`src/hdl/fir_pkg.sv`:
```
// Shared types and constants for the Q2.14 FIR filter.
package fir_pkg;

	localparam int TAPS_DEF   = 32;
	localparam int SAMPLE_W   = 16;
	localparam int COEF_W     = 16;
	localparam int COEF_IDX_W = 5;
	localparam int ACTION_W   = 2;
	localparam int ACC_W      = 32;
	localparam int OUT_SHIFT  = 3 + 14;

	typedef enum logic [ACTION_W-1:0] {
		ACT_SAMPLE = 2'd0,
		ACT_COEF   = 2'd1,
		ACT_CLEAR  = 2'd2,
		ACT_NONE   = 2'd3
	} action_t;

	// Control for the row of tap cells
	typedef struct packed {
		logic load;
		logic rotate;
		logic clear;
		logic coef_we;
	} cell_ctl_t;

endpackage

```
`src/hdl/fir_filter_q2_14_taps.sv`:
```
// Sample beat: RUN does one MAC per tap through fir_mac; DRAIN and HOLD lead to the result.
// A new beat waits until the last sum is loaded; the row rotates once past the MAC.
// Coefficient and clear beats give no result and leave the block idle.
// Reset (arst_n low) zeroes history, coefficients, accumulator and handshake state.
// The result register lets a new beat be taken while a result waits.
module fir_filter_q2_14_taps import fir_pkg::*; #(
	parameter int TAPS = TAPS_DEF
) (
	input  logic                         clk,
	input  logic                         arst_n,
	input  logic                         in_valid,
	output logic                         in_stall,
	input  logic        [ACTION_W-1:0]   action,
	input  logic signed [SAMPLE_W-1:0]   sample_in,
	input  logic        [COEF_IDX_W-1:0] coef_index,
	input  logic signed [COEF_W-1:0]     coef_value,
	output logic                         out_valid,
	input  logic                         out_stall,
	output logic signed [SAMPLE_W-1:0]   sample_out
);

	localparam int CNT_W = $clog2(TAPS);

	typedef enum logic [1:0] {
		ST_IDLE,
		ST_RUN,
		ST_DRAIN,
		ST_HOLD
	} state_t;

	state_t                     state_q;
	logic [CNT_W-1:0]           cnt_q;
	logic                       out_valid_q;
	logic signed [SAMPLE_W-1:0] sample_out_q;

	logic                       accept;
	action_t                    act;
	cell_ctl_t                  ctl;
	logic                       start;
	logic                       mul_en;
	logic                       load_out;
	logic signed [ACC_W-1:0]    acc;
	logic signed [ACC_W-1:0]    acc_shr;

	logic signed [SAMPLE_W-1:0] hist [TAPS];
	logic signed [COEF_W-1:0]   coef [TAPS];

	assign in_stall = (state_q != ST_IDLE);
	assign accept   = in_valid && !in_stall;
	assign act      = action_t'(action);

	// Decode the beat into cell and MAC control
	always_comb begin
		ctl     = '0;
		start   = 1'b0;
		if (accept) begin
			case (act)
				ACT_SAMPLE: begin
					ctl.load = 1'b1;
					start    = 1'b1;
				end
				ACT_COEF:  ctl.coef_we = 1'b1;
				ACT_CLEAR: ctl.clear   = 1'b1;
				default:   ctl         = '0;
			endcase
		end
		ctl.rotate = (state_q == ST_RUN);
	end

	assign mul_en = (state_q == ST_RUN);

	// Row of tap cells; cell 0 sits at the MAC
	for (genvar k = 0; k < TAPS; k++) begin : g_cell
		fir_cell #(
			.INDEX(k)
		) u_cell (
			.clk        (clk),
			.arst_n     (arst_n),
			.ctl        (ctl),
			.sample_prev((k == 0) ? sample_in : hist[(k + TAPS - 1) % TAPS]),
			.sample_next(hist[(k + 1) % TAPS]),
			.coef_next  (coef[(k + 1) % TAPS]),
			.coef_index (coef_index),
			.coef_value (coef_value),
			.sample     (hist[k]),
			.coef       (coef[k])
		);
	end

	fir_mac u_mac (
		.clk   (clk),
		.arst_n(arst_n),
		.start (start),
		.mul_en(mul_en),
		.sample(hist[0]),
		.coef  (coef[0]),
		.acc   (acc)
	);

	assign acc_shr = acc >>> OUT_SHIFT;

	// Load the result register once the sum is done and the register is free
	assign load_out = (state_q == ST_HOLD) && (!out_valid_q || !out_stall);

	// Sequence one sample through the row and hold the result
	always_ff @(posedge clk or negedge arst_n) begin
		if (!arst_n) begin
			state_q      <= ST_IDLE;
			cnt_q        <= '0;
			out_valid_q  <= 1'b0;
			sample_out_q <= '0;
		end else begin
			if (load_out) begin
				out_valid_q  <= 1'b1;
				sample_out_q <= SAMPLE_W'(acc_shr);
			end else if (out_valid_q && !out_stall) begin
				out_valid_q <= 1'b0;
			end
			case (state_q)
				ST_IDLE: begin
					if (start) begin
						cnt_q   <= '0;
						state_q <= ST_RUN;
					end
				end
				ST_RUN: begin
					cnt_q <= cnt_q + 1'b1;
					if (cnt_q == CNT_W'(TAPS - 1)) begin
						state_q <= ST_DRAIN;
					end
				end
				ST_DRAIN: state_q <= ST_HOLD;
				ST_HOLD: begin
					if (load_out) begin
						state_q <= ST_IDLE;
					end
				end
				default: state_q <= ST_IDLE;
			endcase
		end
	end

	assign out_valid  = out_valid_q;
	assign sample_out = sample_out_q;

endmodule

```
`src/hdl/fir_cell.sv`:
```
// One tap cell: holds one history sample and one coefficient.
module fir_cell import fir_pkg::*; #(
	parameter int INDEX = 0
) (
	input  logic                         clk,
	input  logic                         arst_n,
	input  cell_ctl_t                    ctl,
	input  logic signed [SAMPLE_W-1:0]   sample_prev,
	input  logic signed [SAMPLE_W-1:0]   sample_next,
	input  logic signed [COEF_W-1:0]     coef_next,
	input  logic        [COEF_IDX_W-1:0] coef_index,
	input  logic signed [COEF_W-1:0]     coef_value,
	output logic signed [SAMPLE_W-1:0]   sample,
	output logic signed [COEF_W-1:0]     coef
);

	logic signed [SAMPLE_W-1:0] hist_q;
	logic signed [COEF_W-1:0]   coef_q;
	logic                       hit;

	assign hit = (32'(coef_index) == 32'(INDEX));

	// Shift on a new sample, rotate during the sum, zero on clear
	always_ff @(posedge clk or negedge arst_n) begin
		if (!arst_n) begin
			hist_q <= '0;
		end else if (ctl.clear) begin
			hist_q <= '0;
		end else if (ctl.load) begin
			hist_q <= sample_prev;
		end else if (ctl.rotate) begin
			hist_q <= sample_next;
		end
	end

	// Rotate with the history, take a write addressed to this tap
	always_ff @(posedge clk or negedge arst_n) begin
		if (!arst_n) begin
			coef_q <= '0;
		end else if (ctl.coef_we && hit) begin
			coef_q <= coef_value;
		end else if (ctl.rotate) begin
			coef_q <= coef_next;
		end
	end

	assign sample = hist_q;
	assign coef   = coef_q;

endmodule

```
`src/hdl/fir_mac.sv`:
```
// Multiply-accumulate unit fed from the head of the cell row.
module fir_mac import fir_pkg::*; (
	input  logic                       clk,
	input  logic                       arst_n,
	input  logic                       start,
	input  logic                       mul_en,
	input  logic signed [SAMPLE_W-1:0] sample,
	input  logic signed [COEF_W-1:0]   coef,
	output logic signed [ACC_W-1:0]    acc
);

	logic signed [ACC_W-1:0] prod_s1;
	logic                    prod_vld_s1;
	logic signed [ACC_W-1:0] acc_q;

	// Register the product
	always_ff @(posedge clk) begin
		if (mul_en) begin
			prod_s1 <= ACC_W'(sample * coef);
		end
	end

	// Clear on start, add each registered product (wraps)
	always_ff @(posedge clk or negedge arst_n) begin
		if (!arst_n) begin
			prod_vld_s1 <= 1'b0;
			acc_q       <= '0;
		end else if (start) begin
			prod_vld_s1 <= 1'b0;
			acc_q       <= '0;
		end else begin
			prod_vld_s1 <= mul_en;
			if (prod_vld_s1) begin
				acc_q <= acc_q + prod_s1;
			end
		end
	end

	assign acc = acc_q;

endmodule

```
`config.mk`:
```
export PLATFORM = sky130hd
export DESIGN_NAME = fir_filter_q2_14_taps
export DESIGN_NICKNAME = d
export VERILOG_FILES = /design/src/hdl/fir_pkg.sv /design/src/hdl/fir_filter_q2_14_taps.sv /design/src/hdl/fir_cell.sv /design/src/hdl/fir_mac.sv
export SDC_FILE = /design/constraint.sdc
export NUM_CORES = 2
export LEC_CHECK = 0
export ABC_AREA = 0
export ABC_CLOCK_PERIOD_IN_PS = 8460
export CORE_ASPECT_RATIO = 1.4
export CORE_MARGIN = 5
export CORE_UTILIZATION = 37
export DETAILED_ROUTE_END_ITERATION = 10
export DONT_BUFFER_PORTS = 1
export GPL_ROUTABILITY_DRIVEN = 0
export SLEW_MARGIN = 20
export SYNTH_ARGS = -nofsm -noshare
export SYNTH_HDL_FRONTEND = slang
export SYNTH_HIERARCHICAL = 1
export SYNTH_SLANG_ARGS = --single-unit
```
`constraint.sdc`:
```
create_clock -name clk -period 8.46 [get_ports clk]
set_input_delay 0.423 -clock clk [delete_from_list [all_inputs] [get_ports clk]]
set_output_delay 0.423 -clock clk [all_outputs]
set_load 0.01 [all_outputs]
```
---- Yosys cells after proc, flatten, opt, wreduce, memory -nomap -nowiden ----
Cells that the tools add are included.
word-level totals
  flip-flop bits (word level) ............. 1,112
  bits of input ports ..................... 43
  output and inout bits ................... 18
  logic and storage cells ................. 371
operators by class
  $add $sub $neg .......................... 2
  $mul .................................... 1
  equality and inequality tests ........... 40
  muxes and demuxes ....................... 176
  reductions and logical operators ........ 81
operator list
  operator                                                          number
  16-bit 2-to-1 mux                                                 160
  5-bit == test (second input constant)                             17
  2-bit nonzero test                                                36
  32-bit 2-to-1 mux                                                 2
  5-bit by 4-bit == test with 1-bit output (second input constant)  8
  1-bit logical AND                                                 35
  32-bit adder                                                      1
  16-bit by 16-bit multiplier with 32-bit output                    1
  5-bit by 3-bit == test with 1-bit output (second input constant)  4
  5-bit by 2-bit == test with 1-bit output (second input constant)  2
  5-bit case mux with 2 select lines                                1
  2-bit case mux with 4 select lines                                1
  1-bit 2-to-1 mux                                                  7
  2-bit == test (second input constant)                             3
  2-bit 2-to-1 mux                                                  3
  2-bit inequality test (second input constant)                     3
  5-bit by 1-bit adder with 5-bit output (second input constant)    1
  5-bit by 1-bit == test with 1-bit output (second input constant)  1
  5-bit zero test                                                   1
  5-bit 2-to-1 mux                                                  1
  2-bit by 1-bit == test with 1-bit output (second input constant)  2
  2-bit zero test                                                   2
  4-bit 2-to-1 mux                                                  1
  1-bit zero test                                                   3
  4 further kinds                                                   4

---- Depth between registers and ports, before layout ----
  depth in word-level cells ............... 6
  depth in mapped cells ................... 23
  depth with buffers taken out ............ 22

---- Cells and area by module ----
The synthesis kept the hierarchy.
by module, submodules not included
  module                            instances  cells each  area an instance (µm²)  sequential area each (µm²)
  fir_mac                           1          1,455       13,721.9                1,786.7
  fir_cell (g_cell[10].u_cell ...)  6          123         1,686.6                 800.8
  fir_cell (g_cell[13].u_cell ...)  6          123         1,655.3                 800.8
  fir_cell (g_cell[1].u_cell ...)   4          123         1,690.4                 800.8
  fir_cell (g_cell[17].u_cell ...)  4          124         1,681.6                 800.8
  fir_cell (g_cell[23].u_cell ...)  4          123         1,644.1                 800.8
  fir_cell (g_cell[12].u_cell ...)  2          123         1,687.9                 800.8
  fir_cell (g_cell[16].u_cell)      1          124         1,770.4                 800.8
  fir_cell (g_cell[15].u_cell)      1          124         1,734.2                 800.8
  fir_cell (g_cell[31].u_cell)      1          124         1,712.9                 800.8
  fir_cell (g_cell[28].u_cell)      1          123         1,695.4                 800.8
  fir_cell (g_cell[0].u_cell)       1          124         1,692.9                 800.8
  fir_cell (g_cell[19].u_cell)      1          124         1,679.1                 800.8
  fir_filter_q2_14_taps             1          78          1,087.3                 575.6

---- Worst setup path after synthesis ----
OpenSTA, ideal clock, no wires.
  path type ............................... reg2reg
  from .................................... register g_cell[0].u_cell.hist_q[15]
  to ...................................... register u_mac.prod_s1[28], data pin
  library setup time ...................... 258 ps
  arrival time ............................ 5,728 ps
  data required time ...................... 8,202 ps
  setup slack ............................. 2,475 ps
  stages on the path, launching flop included .. 23
  buffers on the path ..................... 1
  period minus slack after synthesis ...... 5,985 ps
  cell sequence ........................... dfrtp_1 clkbuf_1 nand2_1 inv_1 fa_1 inv_1 fa_1 fa_1 fa_1 inv_1 fa_1 inv_1 fa_1 inv_1 ha_1 a21o_1 a21oi_1 o21bai_1 a21o_1 a21o_1 a211o_1 a21oi_1 xnor2_1
between the ends
  longest elaborated chain between the ends .. 1
ends and longest elaborated chain
  element                                         RTL line        RTL
  start: declaration                              fir_cell.sv:17  logic signed [SAMPLE_W-1:0] hist_q;
  start signal: assignment                        fir_cell.sv:30  hist_q <= sample_prev;
  start signal: assignment                        fir_cell.sv:32  hist_q <= sample_next;
  16-bit by 16-bit multiplier with 32-bit output  fir_mac.sv:19   prod_s1 <= ACC_W'(sample * coef);
  end signal: assignment                          fir_mac.sv:19
  end: declaration                                fir_mac.sv:12   logic signed [ACC_W-1:0] prod_s1;
Every way passes these cells.
A chain may end at the register's enable or synchronous reset.

---- Worst setup path in the final report ----
  from .................................... register g_cell[0].u_cell.coef_q[1]
  to ...................................... register u_mac.prod_s1[28], data pin
between the ends
  longest elaborated chain between the ends .. 1
ends and longest elaborated chain
  element                                         RTL line        RTL
  start: declaration                              fir_cell.sv:18  logic signed [COEF_W-1:0] coef_q;
  start signal: assignment                        fir_cell.sv:41  coef_q <= coef_value;
  start signal: assignment                        fir_cell.sv:43  coef_q <= coef_next;
  16-bit by 16-bit multiplier with 32-bit output  fir_mac.sv:19
Every way passes these cells.

==> results.md <==
| Step | Quantity | Value |
| --- | --- | --- |
| cts | Clock network latency to the later pin of the worst-skew pair | 0.76 ns |
| logic synthesis | Top cell type's share of synthesized area | 39.4% |
| detailed routing | Drt total wl | 142000 um |
| timing | Final period utilization | 78.1% |
| logic synthesis | Number of synthesized flops with an enable pin | 32 |
| detailed routing | Vias/cell | 5.00 |
| cts | CTS H-tree depth | 3 |
| logic synthesis | Count of distinct cell types in the synthesized netlist | 96 |
| logic synthesis | Count of mapped cells out of synthesis | 5478 |
| cts | Clock Sinks | 1112 |
| timing | Worst-margin pin slew | 1.12 ns |
| worst setup path | Worst reg2reg endpoint | u_mac/prod_s1[28] |
| floorplanning | Area of the die | 194000 sq um |
| global route | Largest net degree at the start of global routing | 201 |
| cts | Max Root-Sink Buffers | 3 |
| timing | Final Slew Violations | 0 |
| hold path | Path type of the worst min-delay path | input port to flop |
| detailed routing | Top Layer Used | met4 |
| timing | Total negative slack for setup checks | 0 ns |
| worst setup path | Class of the most critical setup path | flop to flop |
| detailed routing | Met2 routed WL | 70100 um |
| global route | Initial antenna violation count | 3 |
| placement | # port buffers | 0 |
| cts | Post-CTS setup-driven buffer insertion count | 0 |
| cts | Number of buffers added by the clock tree synthesis step | 121 |
| final layout | Fill count | 17500 |
| cts | Clock Tree Root | sky130_fd_sc_hd__clkbuf_16 |
| logic synthesis | Mean instance size in the synthesized netlist | 12.5 sq um |
| detailed routing | Via count | 39600 |
| logic synthesis | Ranking of synthesized cells by area | sky130_fd_sc_hd__dfrtp_1 39%, sky130_fd_sc_hd__mux2_2 20%, sky130_fd_sc_hd__mux2i_1 7.7% |
| final layout | Share of layout cells above drive strength 1 | 33.3% |
| detailed routing | DRT Pass-1 Iters | 7 |
| detailed routing | Met1 wire length | 62900 um |
| final layout | Final core utilization | 40.5% |
| detailed routing | Routed len/inst | 17.9 um |
| final layout | Post-synthesis to final-layout area growth | 9.12% |
| timing | Min setup slack post-route | 1.85 ns |
| worst setup path | Register-to-Register Setup Slack | 1.85 ns |
| worst setup path | Endpoint type of the worst setup path | flop |
| timing | Achievable frequency | 0.151 GHz |
| cts | # resized after CTS | 0 |
| worst setup path | Crit Path Max Fanout | 18 |
| cts | TritonCTS clock tree | built |
| worst setup path | Kind of launch point of the worst setup path | flop |
| detailed routing | Met3 WL post-DR | 3520 um |
| worst setup path | Crit path arrival time | 7.09 ns |
| timing | Largest clock skew in the final design | 0.0375 ns |
| floorplanning | I/O pin count | 61 |
| logic synthesis | Flop and latch count out of synthesis | 1112 |
| run status | Result of the run | complete, no violations |
| logic synthesis | Cell Area, Synth | 68600 sq um |
| worst setup path | Origin of the critical flop-to-flop path | g_cell[0].u_cell/coef[1] |
| global route | GRT Residual Overflow | 0 |
| final layout | Number of nets in the finished design | 5784 |
| logic synthesis | Synthesized net count | 5904 |
| logic synthesis | Leading cell type by number of instances after synthesis | sky130_fd_sc_hd__mux2_2 |
| power | VDD IR-drop max | 0.248 mV |
| logic synthesis | Fraction of the yosys area taken by sequential cells | 40.8% |
| logic synthesis | Most numerous cell types in the synthesized netlist | 1247 x sky130_fd_sc_hd__mux2_2, 1080 x sky130_fd_sc_hd__dfrtp_1, 563 x sky130_fd_sc_hd__nor2_1 |
| hold path | Hold Path Depth | 2 |
| timing | Max-Slew Margin vs Limit | 25.2% |
| timing | RSZ-0062 raised after global routing | no |
| placement | Worst setup timing slack at the placement stage | 1.90 ns |
| power | Power per cell area | 228 nW/um^2 |
| floorplanning | Placement Rows | 187 |
| run | Max-cap check violation count | 0 |
| detailed routing | Initial detailed-routing violation count | 2191 |
| placement | Post-detail-place hpwl | 90400 um |
| floorplanning | Die Span Y | 519 um |
| floorplanning | X dimension of the die | 374 um |
| final layout | ANT cells | 0 |
| logic synthesis | Number of warnings printed during yosys synthesis | 6 |
| worst setup path | Start point of the critical path | g_cell[0].u_cell/coef[1] |
| logic synthesis | Leading register cell type out of synthesis | sky130_fd_sc_hd__dfrtp_1 |
| power | Leak | 36.7 nW |
| timing | Crit path time final | 6.61 ns |
| worst setup path | Worst endpoint required time | 8.94 ns |
| worst setup path | Logic depth of the worst register-to-register path | 20 |
| logic synthesis | Post-synthesis cell type with the largest combined area | sky130_fd_sc_hd__dfrtp_1 |
| floorplanning | Starting Density | 37.1% |
| timing | Setup Viol. Count Final | 0 |
| logic synthesis | Share of flip-flops with an asynchronous set or reset after synthesis | 97.1% |
| global route | Number of global-route vias before repair | 42400 |
| hold path | Worst hold endpoint | g_cell[17].u_cell/coef[13] |
| detailed routing | Antenna-violating nets left | 0 |
| global route | First-pass GRT wire length | 235000 um |
| detailed routing | Detailed-route DRC error count | 0 |
| global route | Total GRT Usage | 14.4% |
| hold path | Hold Crit Start | coef_value[13] |
| timing | Final Hold Vio Count | 0 |
| cts | CTS clock-pin slew for the worst setup and hold paths | 0.07 ns |
| floorplanning | Core Area | 185000 sq um |
[cell families after synthesis]
family	count (synthesis)	share of synthesized area [%]
adder cells (fa/ha/maj)	383	9.87
buffers and inverters	667	4.76
multiplexers	2081	34.5
XOR/XNOR	55	0.702
AND/OR/NAND/NOR	997	7.44
flip-flops	1112	40.8
AO/OA/AOI/OAI	183	1.89
[critical path: stages (launching register included)]
cell and delay, ns:
sky130_fd_sc_hd__dfrtp_1 0.80, sky130_fd_sc_hd__nand2_1 0.21, sky130_fd_sc_hd__inv_1 0.17, sky130_fd_sc_hd__fa_1 0.54
sky130_fd_sc_hd__fa_1 0.73, sky130_fd_sc_hd__inv_1 0.18, sky130_fd_sc_hd__fa_1 0.46, sky130_fd_sc_hd__fa_1 0.54
sky130_fd_sc_hd__inv_1 0.06, sky130_fd_sc_hd__fa_1 0.53, sky130_fd_sc_hd__inv_1 0.05, sky130_fd_sc_hd__fa_1 0.47
sky130_fd_sc_hd__inv_1 0.04, sky130_fd_sc_hd__ha_1 0.31, sky130_fd_sc_hd__inv_1 0.13, sky130_fd_sc_hd__o21bai_1 0.11
sky130_fd_sc_hd__a21o_1 0.26, sky130_fd_sc_hd__a21o_1 0.22, sky130_fd_sc_hd__a211o_1 0.27, sky130_fd_sc_hd__a21oi_1 0.18
sky130_fd_sc_hd__xnor2_1 0.09
[cell type report]
class                      instances  area (sq um)  area share [%]
multi-input combinational       3699         37400            49.9
sequential                      1112         28000            37.4
clock buffer                     180          3590            4.80
tap                             2457          3070            4.11
inverter                         330          1240            1.66
timing repair buffer              94          1180            1.57
clock inverter                    42           410           0.548
[placed cells by master (no fill, tap or decap), drive strengths merged, types with 32 or more instances in the layout]
master and count:
dfrtp 1080, buf 58, inv 334, a21oi 49
o21ai 34, nand2 160, clkbuf 180, xnor2 38
ha 120, edfxtp 32, mux2i 528, fa 263
and2 125, mux2 1553, dlygate4sd3 36, nor2 568
[sequential cells by signal, indices dropped and copies added, names as in the netlist]
register / count
sample_out: 15
state_q: 2
u_mac/prod_s1: 32
out_valid: 1
u_mac/acc: 32
g_cell.u_cell/coef: 512
cnt_q: 5
g_cell.u_cell/sample: 512
u_mac/prod_vld_s1: 1
[worst max-delay path by stage]
stage,endpoint,slack (ns),cells after the start
CTS,u_mac/prod_s1[27],1.86,20
global placement,u_mac/prod_s1[27],1.92,20
detailed placement,u_mac/prod_s1[27],1.90,20
global route,u_mac/prod_s1[28],1.49,20
finish,u_mac/prod_s1[28],1.85,20
floorplan,u_mac/prod_s1[28],2.47,22
[stage by stage]
step | power (W) | cell area (sq um) | instances | hold slack, ns
floorplan | 0.0108 | 68600 | 5478 | 0.127
CTS | 0.0173 | 74800 | 7914 | 0.000516
global placement | 0.0117 | 70200 | 7640 | 0.495
global route | 0.0180 | 74800 | 7914 | 0.0349
finish | 0.0171 | 74800 | 7914 | 0.0699
detailed placement | 0.0119 | 70200 | 7640 | 0.506
[what timing repair did]
| action | in CTS | in global routing |
|---|---|---|
| hold buffers | 52 | 0 |
| setup endpoints to repair | 0 | 0 |
| hold endpoints to repair | 670 | 0 |
[routing by layer]
layer,up-vias,global-route usage (%)
met5,-,0
met4,0,5.23
met3,214,1.63
met2,425,25.1
met1,20300,18.6
li1,18600,-
[power by group]
part / internal (W) / leakage [nW] / switching, W / total (W)
Sequential: 0.00608 / 15.3 / 0.000690 / 0.00677
Combinational: 0.00247 / 19.5 / 0.00255 / 0.00502
Clock: 0.00303 / 1.97 / 0.00225 / 0.00528
Power figures use the tool's default switching activity.
